===== config.mk =====
export PLATFORM = sky130hd
export DESIGN_NAME = client_connection_tracker_unit
export DESIGN_NICKNAME = d
export VERILOG_FILES = /design/src/rtl/cct_pkg.sv /design/src/rtl/client_connection_tracker_unit.sv /design/src/rtl/cct_table.sv /design/src/rtl/cct_ctrl.sv
export SDC_FILE = /design/constraint.sdc
export NUM_CORES = 2
export LEC_CHECK = 0
export BUFFER_PORTS_ARGS = -buffer_cell sky130_fd_sc_hd__buf_4
export CAP_MARGIN = 40
export CORE_MARGIN = 3
export CORE_UTILIZATION = 40
export DETAILED_ROUTE_END_ITERATION = 16
export PLACE_DENSITY_LB_ADDON = 0.08
export SLEW_MARGIN = 20
export SYNTH_ARGS = -nofsm -noshare
export SYNTH_HDL_FRONTEND = slang
export SYNTH_SLANG_ARGS = --single-unit

===== constraint.sdc =====
create_clock -name clk -period 10.41 [get_ports clk]
set_clock_uncertainty 0.2 [all_clocks]
set_input_delay 2.6025 -clock clk [delete_from_list [all_inputs] [get_ports clk]]
set_output_delay 2.6025 -clock clk [all_outputs]
set_load 0.03 [all_outputs]

===== src/rtl/cct_pkg.sv =====
package cct_pkg;

	localparam int TableDepth = 32;
	localparam int IdxW = $clog2(TableDepth);
	localparam int CntW = $clog2(TableDepth + 1);
	localparam int KeyW = 32;
	localparam int MaxResults = 32;
	localparam logic [15:0] TimeoutReset = 16'd10;
	localparam logic [15:0] CountMax = 16'hFFFF;

	localparam logic [1:0] CMD_CONNECT = 2'd0;
	localparam logic [1:0] CMD_DISCONNECT = 2'd1;
	localparam logic [1:0] CMD_TICK = 2'd2;
	localparam logic [1:0] CMD_FLUSH = 2'd3;

	localparam logic [1:0] KIND_REPLY = 2'd0;
	localparam logic [1:0] KIND_DISC = 2'd1;
	localparam logic [1:0] KIND_TIMEOUT = 2'd2;
	localparam logic [1:0] KIND_SHUT = 2'd3;

	localparam logic [1:0] RPT_NONE = 2'd0;

	typedef struct packed {
		logic [KeyW-1:0] key;
		logic [31:0] last_active;
		logic [15:0] open_count;
		logic logged;
		logic [1:0] report;
	} entry_t;

	typedef struct packed {
		logic [1:0] kind;
		logic [31:0] addr;
		logic newc;
		logic full;
		logic last;
	} result_t;

endpackage


===== src/rtl/client_connection_tracker_unit.sv =====
// Client connection tracker.
// s_axis carries one request: tuser = cmd (connect, disconnect, one-second
// tick, shutdown flush), tdata = client address. m_axis carries reports:
// tuser = kind, tdata = address, new_connection, table_full; tlast marks the
// final report of a request. A request with nothing to report (tick with
// nothing due, disconnect of an unknown or idle client) gives no output.
// One request at a time. The 32-entry table sits in a synchronous memory and
// each entry visit has a read step and a check step. s_axis_tready comes back
// once the request is finished; a connect to an unknown client scans the
// table twice, first to search and then to sweep out expired idle clients,
// with a read and a write step per removed entry, before it inserts it.
// Reports do not slow the scan while m_axis keeps up; one sits in the output
// register and the next is held back until it is known whether it is the
// last. While m_axis_tready stays low the scan waits at the next report.
// Reset empties the table, clears the second counter and sets idle_timeout
// to 10. Configuration: APB, idle_timeout at address 0.
module client_connection_tracker_unit import cct_pkg::*; (
	input logic clk,
	input logic arst_n,
	input logic s_axis_tvalid,
	output logic s_axis_tready,
	input logic [31:0] s_axis_tdata, // client_addr
	input logic [1:0] s_axis_tuser, // cmd
	output logic m_axis_tvalid,
	input logic m_axis_tready,
	output logic [39:0] m_axis_tdata, // client_addr_out, new_connection, table_full
	output logic [1:0] m_axis_tuser, // kind
	output logic m_axis_tlast,
	input logic psel,
	input logic penable,
	input logic pwrite,
	input logic [1:0] paddr,
	input logic [31:0] pwdata,
	output logic [31:0] prdata,
	output logic pready
);

	logic [15:0] idle_timeout_q;
	logic we;
	logic [IdxW-1:0] waddr, raddr;
	entry_t wdata, rdata;
	result_t res;
	logic cfg_hit;

	assign pready = 1'b1;
	assign cfg_hit = paddr == 2'd0;
	assign prdata = cfg_hit ? {16'd0, idle_timeout_q} : 32'd0;

	always_ff @(posedge clk or negedge arst_n) begin
		if (!arst_n) begin
			idle_timeout_q <= TimeoutReset;
		end else if (psel && penable && pwrite && cfg_hit) begin
			idle_timeout_q <= pwdata[15:0];
		end
	end

	cct_table u_table (
		.clk(clk), .we(we), .waddr(waddr), .wdata(wdata), .raddr(raddr), .rdata(rdata)
	);

	cct_ctrl u_ctrl (
		.clk(clk), .arst_n(arst_n), .idle_timeout(idle_timeout_q),
		.in_valid(s_axis_tvalid), .in_ready(s_axis_tready),
		.cmd(s_axis_tuser), .client_addr(s_axis_tdata),
		.out_valid(m_axis_tvalid), .out_ready(m_axis_tready), .out_res(res),
		.we(we), .waddr(waddr), .wdata(wdata), .raddr(raddr), .rdata(rdata)
	);

	assign m_axis_tdata = {6'd0, res.full, res.newc, res.addr};
	assign m_axis_tuser = res.kind;
	assign m_axis_tlast = res.last;

endmodule


===== src/rtl/cct_table.sv =====
module cct_table import cct_pkg::*; (
	input logic clk,
	input logic we,
	input logic [IdxW-1:0] waddr,
	input entry_t wdata,
	input logic [IdxW-1:0] raddr,
	output entry_t rdata
);

	entry_t mem [TableDepth];

	always_ff @(posedge clk) begin
		if (we) begin
			mem[waddr] <= wdata;
		end
		rdata <= mem[raddr];
	end

endmodule


===== src/rtl/cct_ctrl.sv =====
module cct_ctrl import cct_pkg::*; (
	input logic clk,
	input logic arst_n,
	input logic [15:0] idle_timeout,
	input logic in_valid,
	output logic in_ready,
	input logic [1:0] cmd,
	input logic [31:0] client_addr,
	output logic out_valid,
	input logic out_ready,
	output result_t out_res,
	output logic we,
	output logic [IdxW-1:0] waddr,
	output entry_t wdata,
	output logic [IdxW-1:0] raddr,
	input entry_t rdata
);

	typedef enum logic [7:0] {
		ST_IDLE  = 8'b00000001,
		ST_RD    = 8'b00000010,
		ST_CHK   = 8'b00000100,
		ST_MVRD  = 8'b00001000,
		ST_MVWR  = 8'b00010000,
		ST_FIN   = 8'b00100000,
		ST_EMIT  = 8'b01000000,
		ST_FINRD = 8'b10000000
	} state_t;

	state_t state_q, state_d;
	logic [1:0] cmd_q;
	logic [KeyW-1:0] key_q;
	logic [CntW-1:0] count_q, count_d, idx_q, idx_d;
	logic [31:0] now_q, now_d;
	logic [5:0] nres_q, nres_d;
	logic found_q, found_d, sweep_q, sweep_d;
	logic [IdxW-1:0] hit_q, hit_d;
	result_t pend_q, pend_d;
	logic pend_valid_q, pend_valid_d;
	result_t res_q, res_d;
	logic res_valid_q, res_valid_d;

	logic [31:0] age;
	logic idle;
	logic [CntW-1:0] lastix;
	logic out_free;
	logic blocked;
	logic push;
	result_t rpt;

	assign age = now_q - rdata.last_active;
	assign idle = rdata.open_count == 16'd0;
	assign lastix = count_q - CntW'(1);
	// a new report needs the held-back one moved to the output register first
	assign out_free = !res_valid_q || out_ready;
	assign blocked = pend_valid_q && !out_free;

	assign in_ready = state_q == ST_IDLE;
	assign out_valid = res_valid_q;
	assign out_res = res_q;

	always_comb begin
		state_d = state_q;
		count_d = count_q;
		now_d = now_q;
		idx_d = idx_q;
		nres_d = nres_q;
		found_d = found_q;
		sweep_d = sweep_q;
		hit_d = hit_q;
		pend_d = pend_q;
		pend_valid_d = pend_valid_q;
		res_d = res_q;
		res_valid_d = res_valid_q && !out_ready;
		rpt = '0;
		push = 1'b0;
		we = 1'b0;
		waddr = idx_q[IdxW-1:0];
		wdata = rdata;
		raddr = idx_q[IdxW-1:0];
		unique case (state_q)
			ST_IDLE: begin
				if (in_valid) begin
					idx_d = '0;
					nres_d = '0;
					found_d = 1'b0;
					sweep_d = 1'b0;
					if (cmd == CMD_TICK) now_d = now_q + 32'd1;
					state_d = ST_RD;
				end
			end
			ST_RD: begin
				if (idx_q >= count_q) state_d = ST_FIN;
				else state_d = ST_CHK;
			end
			ST_CHK: begin
				state_d = ST_RD;
				idx_d = idx_q + CntW'(1);
				if (!sweep_q) begin
					case (cmd_q)
						CMD_TICK: begin
							if (idle && rdata.report == RPT_NONE &&
								age >= {16'd0, idle_timeout}) begin
								rpt.kind = KIND_TIMEOUT;
								push = 1'b1;
							end
						end
						CMD_FLUSH: begin
							if (!idle) begin
								rpt.kind = KIND_SHUT;
								push = 1'b1;
							end else if (rdata.report == RPT_NONE) begin
								rpt.kind = KIND_TIMEOUT;
								push = 1'b1;
							end
						end
						default: begin
							if (rdata.key == key_q) begin
								found_d = 1'b1;
								hit_d = idx_q[IdxW-1:0];
								state_d = ST_FIN;
							end
						end
					endcase
					if (push) begin
						rpt.addr = rdata.key;
						if (blocked) begin
							push = 1'b0;
							idx_d = idx_q;
							state_d = ST_CHK;
						end else begin
							we = 1'b1;
							wdata.report = rpt.kind;
							nres_d = nres_q + 6'd1;
							if (nres_q == 6'(MaxResults - 1)) state_d = ST_EMIT;
						end
					end
				end else if (idle && age > {16'd0, idle_timeout}) begin
					idx_d = idx_q;
					state_d = ST_MVRD;
					if (rdata.report == RPT_NONE) begin
						if (nres_q >= 6'(MaxResults - 1)) begin
							// budget spent: the rest waits for a later sweep
							state_d = ST_FIN;
						end else if (blocked) begin
							state_d = ST_CHK;
						end else begin
							rpt.kind = KIND_TIMEOUT;
							rpt.addr = rdata.key;
							push = 1'b1;
							nres_d = nres_q + 6'd1;
						end
					end
				end
			end
			ST_MVRD: begin
				// swap-remove: last entry moves into the swept slot
				raddr = lastix[IdxW-1:0];
				state_d = ST_MVWR;
			end
			ST_MVWR: begin
				if (idx_q != lastix) begin
					we = 1'b1;
					waddr = idx_q[IdxW-1:0];
					wdata = rdata;
				end
				count_d = lastix;
				state_d = ST_RD;
			end
			ST_FIN: begin
				raddr = hit_q;
				state_d = ST_EMIT;
				if (cmd_q == CMD_CONNECT) begin
					if (found_q) begin
						state_d = ST_FINRD;
					end else if (!sweep_q) begin
						sweep_d = 1'b1;
						idx_d = '0;
						state_d = ST_RD;
					end else if (blocked) begin
						state_d = ST_FIN;
					end else begin
						rpt.kind = KIND_REPLY;
						rpt.addr = key_q;
						push = 1'b1;
						if (count_q >= CntW'(TableDepth)) begin
							rpt.full = 1'b1;
						end else begin
							we = 1'b1;
							waddr = count_q[IdxW-1:0];
							wdata = '{key_q, now_q, 16'd1, 1'b1, RPT_NONE};
							count_d = count_q + CntW'(1);
							rpt.newc = 1'b1;
						end
					end
				end else if (cmd_q == CMD_DISCONNECT && found_q) begin
					state_d = ST_FINRD;
				end
			end
			ST_FINRD: begin
				raddr = hit_q;
				waddr = hit_q;
				state_d = ST_EMIT;
				if (cmd_q == CMD_CONNECT) begin
					we = 1'b1;
					wdata.last_active = now_q;
					wdata.logged = 1'b1;
					if (idle) begin
						wdata.report = RPT_NONE;
						wdata.open_count = 16'd1;
					end else if (rdata.open_count != CountMax) begin
						wdata.open_count = rdata.open_count + 16'd1;
					end
					rpt.kind = KIND_REPLY;
					rpt.addr = key_q;
					rpt.newc = idle | ~rdata.logged;
					push = 1'b1;
				end else if (!idle) begin
					we = 1'b1;
					wdata.last_active = now_q;
					wdata.open_count = rdata.open_count - 16'd1;
					if (rdata.open_count == 16'd1 && rdata.report == RPT_NONE) begin
						wdata.report = KIND_DISC;
						rpt.kind = KIND_DISC;
						rpt.addr = key_q;
						push = 1'b1;
					end
				end
			end
			ST_EMIT: begin
				// the held-back report is the final one of this request
				if (!pend_valid_q) begin
					state_d = ST_IDLE;
				end else if (out_free) begin
					res_d = pend_q;
					res_d.last = 1'b1;
					res_valid_d = 1'b1;
					pend_valid_d = 1'b0;
					state_d = ST_IDLE;
				end
			end
			default: state_d = ST_IDLE;
		endcase
		if (push) begin
			if (pend_valid_q) begin
				res_d = pend_q;
				res_valid_d = 1'b1;
			end
			pend_d = rpt;
			pend_valid_d = 1'b1;
		end
	end

	always_ff @(posedge clk or negedge arst_n) begin
		if (!arst_n) begin
			state_q <= ST_IDLE;
			count_q <= '0;
			now_q <= '0;
			idx_q <= '0;
			nres_q <= '0;
			found_q <= 1'b0;
			sweep_q <= 1'b0;
			hit_q <= '0;
			pend_valid_q <= 1'b0;
			res_valid_q <= 1'b0;
		end else begin
			state_q <= state_d;
			count_q <= count_d;
			now_q <= now_d;
			idx_q <= idx_d;
			nres_q <= nres_d;
			found_q <= found_d;
			sweep_q <= sweep_d;
			hit_q <= hit_d;
			pend_valid_q <= pend_valid_d;
			res_valid_q <= res_valid_d;
		end
	end

	always_ff @(posedge clk) begin
		if (state_q == ST_IDLE && in_valid) begin
			cmd_q <= cmd;
			key_q <= client_addr;
		end
		pend_q <= pend_d;
		res_q <= res_d;
	end

endmodule


==> reports/results.env <==
SYN2LAYOUT_AREA_GROWTH_PCT=15.2
FMAX_MHz=140
CTS-ROOT-BUF='clkbuf_16'
P_LEAK_nW=39.4
MOST_COMMON_CELL_AFTER_LAYOUT_FILL_AND_TAPS_ASIDE='edfxtp_1'
DR_TOTAL_VIAS=58300
FINAL_CELL_COUNT_NO_FILL=10400
GRT_OVERFLOW_TOTAL=0
DIE_AREA_UM2=297000
CRITICALPATHCATEGORY='flip-flop to flip-flop'
DETAILEDPLACE.WORSTSLACK_NS=2.88
LAYOUT.CELLS.MOST_COMMON_LIST='edfxtp_1, mux4_2, nand2_1'
CTSRESIZECOUNT=0
FIN_HOLD_WS_NS=0.327
GRT_PASS1_VIAS=60500
IOPINCOUNT=153
RUN_STATUS='finished, final reports clean'
DIE_WIDTH_UM=545
SYNTH.CELL_AREA_UM2=116000
CTS_MAX_PATH_BUFFERS=4
RSZ0062_AT_GRT='false'
EDFF_COUNT_SYNTH=2763
POST_DRT_WL_PER_CELL_UM=30.2
FINAL_MIN_PERIOD_OVER_CLOCK_PERIOD_PCT=68.4
NUMBER_OF_SYNTHESIZED_REGISTER_BITS=2929
DRV_SLEW=0
FINAL.MIN_CLOCK_PERIOD_NS=7.12
DETAIL_ROUTE.FIRST_PASS.ITERATIONS=5
LAYOUT-DRIVE-GT1-SHARE_PCT=26.1
YS.WARNINGS.COUNT=0
CP-START-KIND='flip-flop'
MAXIMUM_NUMBER_OF_PINS_ON_ONE_NET_BEFORE_GLOBAL_ROUTE_REPAIR=144
FINALNETCOUNT=6433
SYNTH_FLOP_CELL='edfxtp_1'
FINALSETUPTNS_NS=0
DRCVIOLATIONCOUNT=0
CTS_SETUP_BUFFERS=0
NUMPORTBUFFERS=113
FINAL_ANTENNA_NET_COUNT=0
DRT-VIAS-PER-INSTANCE=5.59
YS_ASYNC_SR_FRACTION_PCT=2.83
PLACE.DETAILED.INSTANCES=9839
IR_WORST_VDD_V=0.000136
TIMING.CRITICAL_PATH.REQUIRED_NS=10.71
POWER.DENSITY_nW_PER_UM2=191
SYNTH_CELLS=5934
HTREEDEPTH=5
TRACK_USAGE_PCT=21.1
TIMING.SLEW.HEADROOM_PCT=33.9
GLOBAL_ROUTE_WIRE_LENGTH_BEFORE_REPAIR_UM=450000
SYNTH_SEQUENTIAL_AREA_RATIO_PCT=74.6
FINALHOLDVIOLCOUNT=0
GP_CONGESTION=0.820
PLACEMENTROWS=197
COREAREA_UM2=289000
MAX-CAP-VIOLATIONS=0
SYN-MEAN-INSTANCE-AREA_UM2=19.6
TRITONCTS='built'
OVERALL_POWER_mW=25.6
CRITICAL_PATH_ARRIVAL_NS=7.42
POSTROUTEWIRELENGTH_UM=315000
CP-END-KIND='flip-flop'
MAX_SLEW.WORST_PIN.SLEW_NS=0.992
DP.FINAL_HPWL_UM=174000
SETUP_SLACK_NS=3.29
INITIAL_ANTENNA_VIOLATION_COUNT=11
SETUP_VIOL=0
NUMCLOCKSINKS=2929
CLOCK_LATENCY_NS=0.89
TOTAL_OF_HOLD_BUFFERS_INSERTED_AFTER_CLOCK_TREE_SYNTHESIS=0
INITIAL_DETAILED_ROUTING_VIOLATION_COUNT=5406
PATH_MAX_FANOUT=33
INITIAL_CORE_UTIL_PCT=40.3
YS_TYPES=79
FLOORPLAN.DIE.HEIGHT_UM=545
POST_CTS_CLOCK_SLEW_AT_THE_LAUNCH_AND_CAPTURE_REGISTERS_OF_THE_WORST_SETUP_AND_HOLD_PATHS_NS=0.06
MIN_PATH_TYPE='flip-flop to flip-flop'
CTS-BUFFERS-INSERTED=319
-- state kept, by name, indices dropped and copies added, names as in the netlist, named ones only --
register,cells
idle_timeout_q,16
u_ctrl.cmd_q,2
u_ctrl.count_q,6
u_ctrl.found_q,1
u_ctrl.hit_q,5
u_ctrl.idx_q,6
u_ctrl.key_q,32
u_ctrl.now_q,32
u_ctrl.nres_q,6
u_ctrl.out_valid,1
u_ctrl.pend_q,36
u_ctrl.pend_valid_q,1
u_ctrl.state_q,8
u_ctrl.sweep_q,1
u_table.mem,2656
u_table.rdata,83
-- per-layer routing --
metal	wire, um	track usage [%]	vias to the layer above	share of wire, %
li1	-	-	24900	-
met3	13300	2.43	373	4.2
met4	6300	4.59	0	2.0
met5	0	0	-	0
met2	156000	35.1	1410	49
met1	140000	30.0	31700	44
-- cells by family (layout without fill, tap and decap cells) --
| family | Yosys count | after routing | share of synthesized area, % |
|---|---|---|---|
| compound gates | 612 | 612 | 3.27 |
| buf+inv | 415 | 1006 | 1.48 |
| flops | 2929 | 2929 | 74.6 |
| mux | 1011 | 1011 | 16.0 |
| other cells | 2 | 28 | 0.00646 |
| fa+ha+maj | 63 | 63 | 0.685 |
| xor+xnor | 103 | 103 | 0.776 |
| simple gates | 799 | 799 | 3.13 |
-- final cells by class --
cell class / count / area [um2]
flip-flops and latches: 2929 / 86700
diodes: 5 / 12.5
well taps: 3880 / 4850
inverters: 80 / 300
multi-input cells: 2611 / 28400
repair buffers: 354 / 3790
clock inverters: 141 / 1240
clock buffers: 431 / 8630
fillers: 24500 / 155000
-- synthesized netlist by cell type, types with 7 or more instances --
cell | instances | area share, %
a211oi_1 | 7 | 0.045
a21o_1 | 16 | 0.10
a21oi_1 | 87 | 0.37
a221oi_1 | 7 | 0.053
a22o_1 | 35 | 0.26
and2_1 | 10 | 0.054
and3_1 | 54 | 0.29
buf_1 | 73 | 0.24
buf_2 | 52 | 0.22
buf_4 | 23 | 0.15
clkbuf_1 | 186 | 0.60
dfrtp_1 | 80 | 1.7
dfxtp_1 | 83 | 1.4
edfxtp_1 | 2763 | 71
ha_1 | 62 | 0.67
inv_1 | 80 | 0.26
mux2_2 | 174 | 1.7
mux2i_1 | 173 | 1.5
mux4_2 | 664 | 13
nand2_1 | 420 | 1.4
nand2b_1 | 12 | 0.065
nand3_1 | 44 | 0.19
nand3b_1 | 7 | 0.045
nand4_1 | 35 | 0.19
nor2_1 | 116 | 0.37
nor3_1 | 41 | 0.18
nor4_1 | 13 | 0.070
o211ai_1 | 95 | 0.61
o21a_1 | 11 | 0.071
o21ai_0 | 277 | 1.2
o22ai_1 | 9 | 0.048
o31ai_1 | 8 | 0.052
or3_1 | 13 | 0.070
xnor2_1 | 86 | 0.65
xor2_1 | 17 | 0.13
-- per-stage QoR --
step	util (%)	instance area, um2
3_5_place_dp	42.9	124000
3_3_place_gp	42.5	123000
6_report	46.4	134000
4_1_cts	46.3	134000
5_1_grt	46.4	134000
2_1_floorplan	-	116000
-- power by group --
group,internal (mW),leakage (nW),switching [mW]
sequential,13.0,21.7,0.0973
combinational,0.692,13.0,1.01
clock,6.20,4.80,4.60
total,19.9,39.4,5.70
-- worst paths after layout --
check                                  from                  to  slack, ns  cells past startpoint
max                         u_ctrl.now_q[0]  u_table.mem[5][54]       3.29                     20
min                        u_ctrl.now_q[31]    u_ctrl.now_q[31]       0.33                      1
max reg2reg                 u_ctrl.now_q[0]  u_table.mem[5][54]       3.29                     20
min reg2reg                u_ctrl.now_q[31]    u_ctrl.now_q[31]       0.33                      1
max in group asynchronous            arst_n   u_ctrl.state_q[0]       7.47                      3
min in group asynchronous            arst_n  idle_timeout_q[12]       1.47                      1
-- worst max-delay path, stage by stage, from the launching register on --
cell,delay (ns)
dfrtp_1,0.45
inv_1,0.10
ha_1,0.21
fa_1,0.40
nand2b_1,0.18
a21o_1,0.21
a2111o_1,0.53
nand2_1,0.13
xor2_1,0.07
ha_1,0.31
nand4_1,0.12
or2_2,0.35
or3_1,0.57
and2_1,0.26
nand2_1,0.09
nor4_2,0.08
o31ai_1,0.33
buf_2,0.25
nand3_1,0.34
nor2_4,0.72
buf_4,0.76
(Power assumes the default switching activity.)
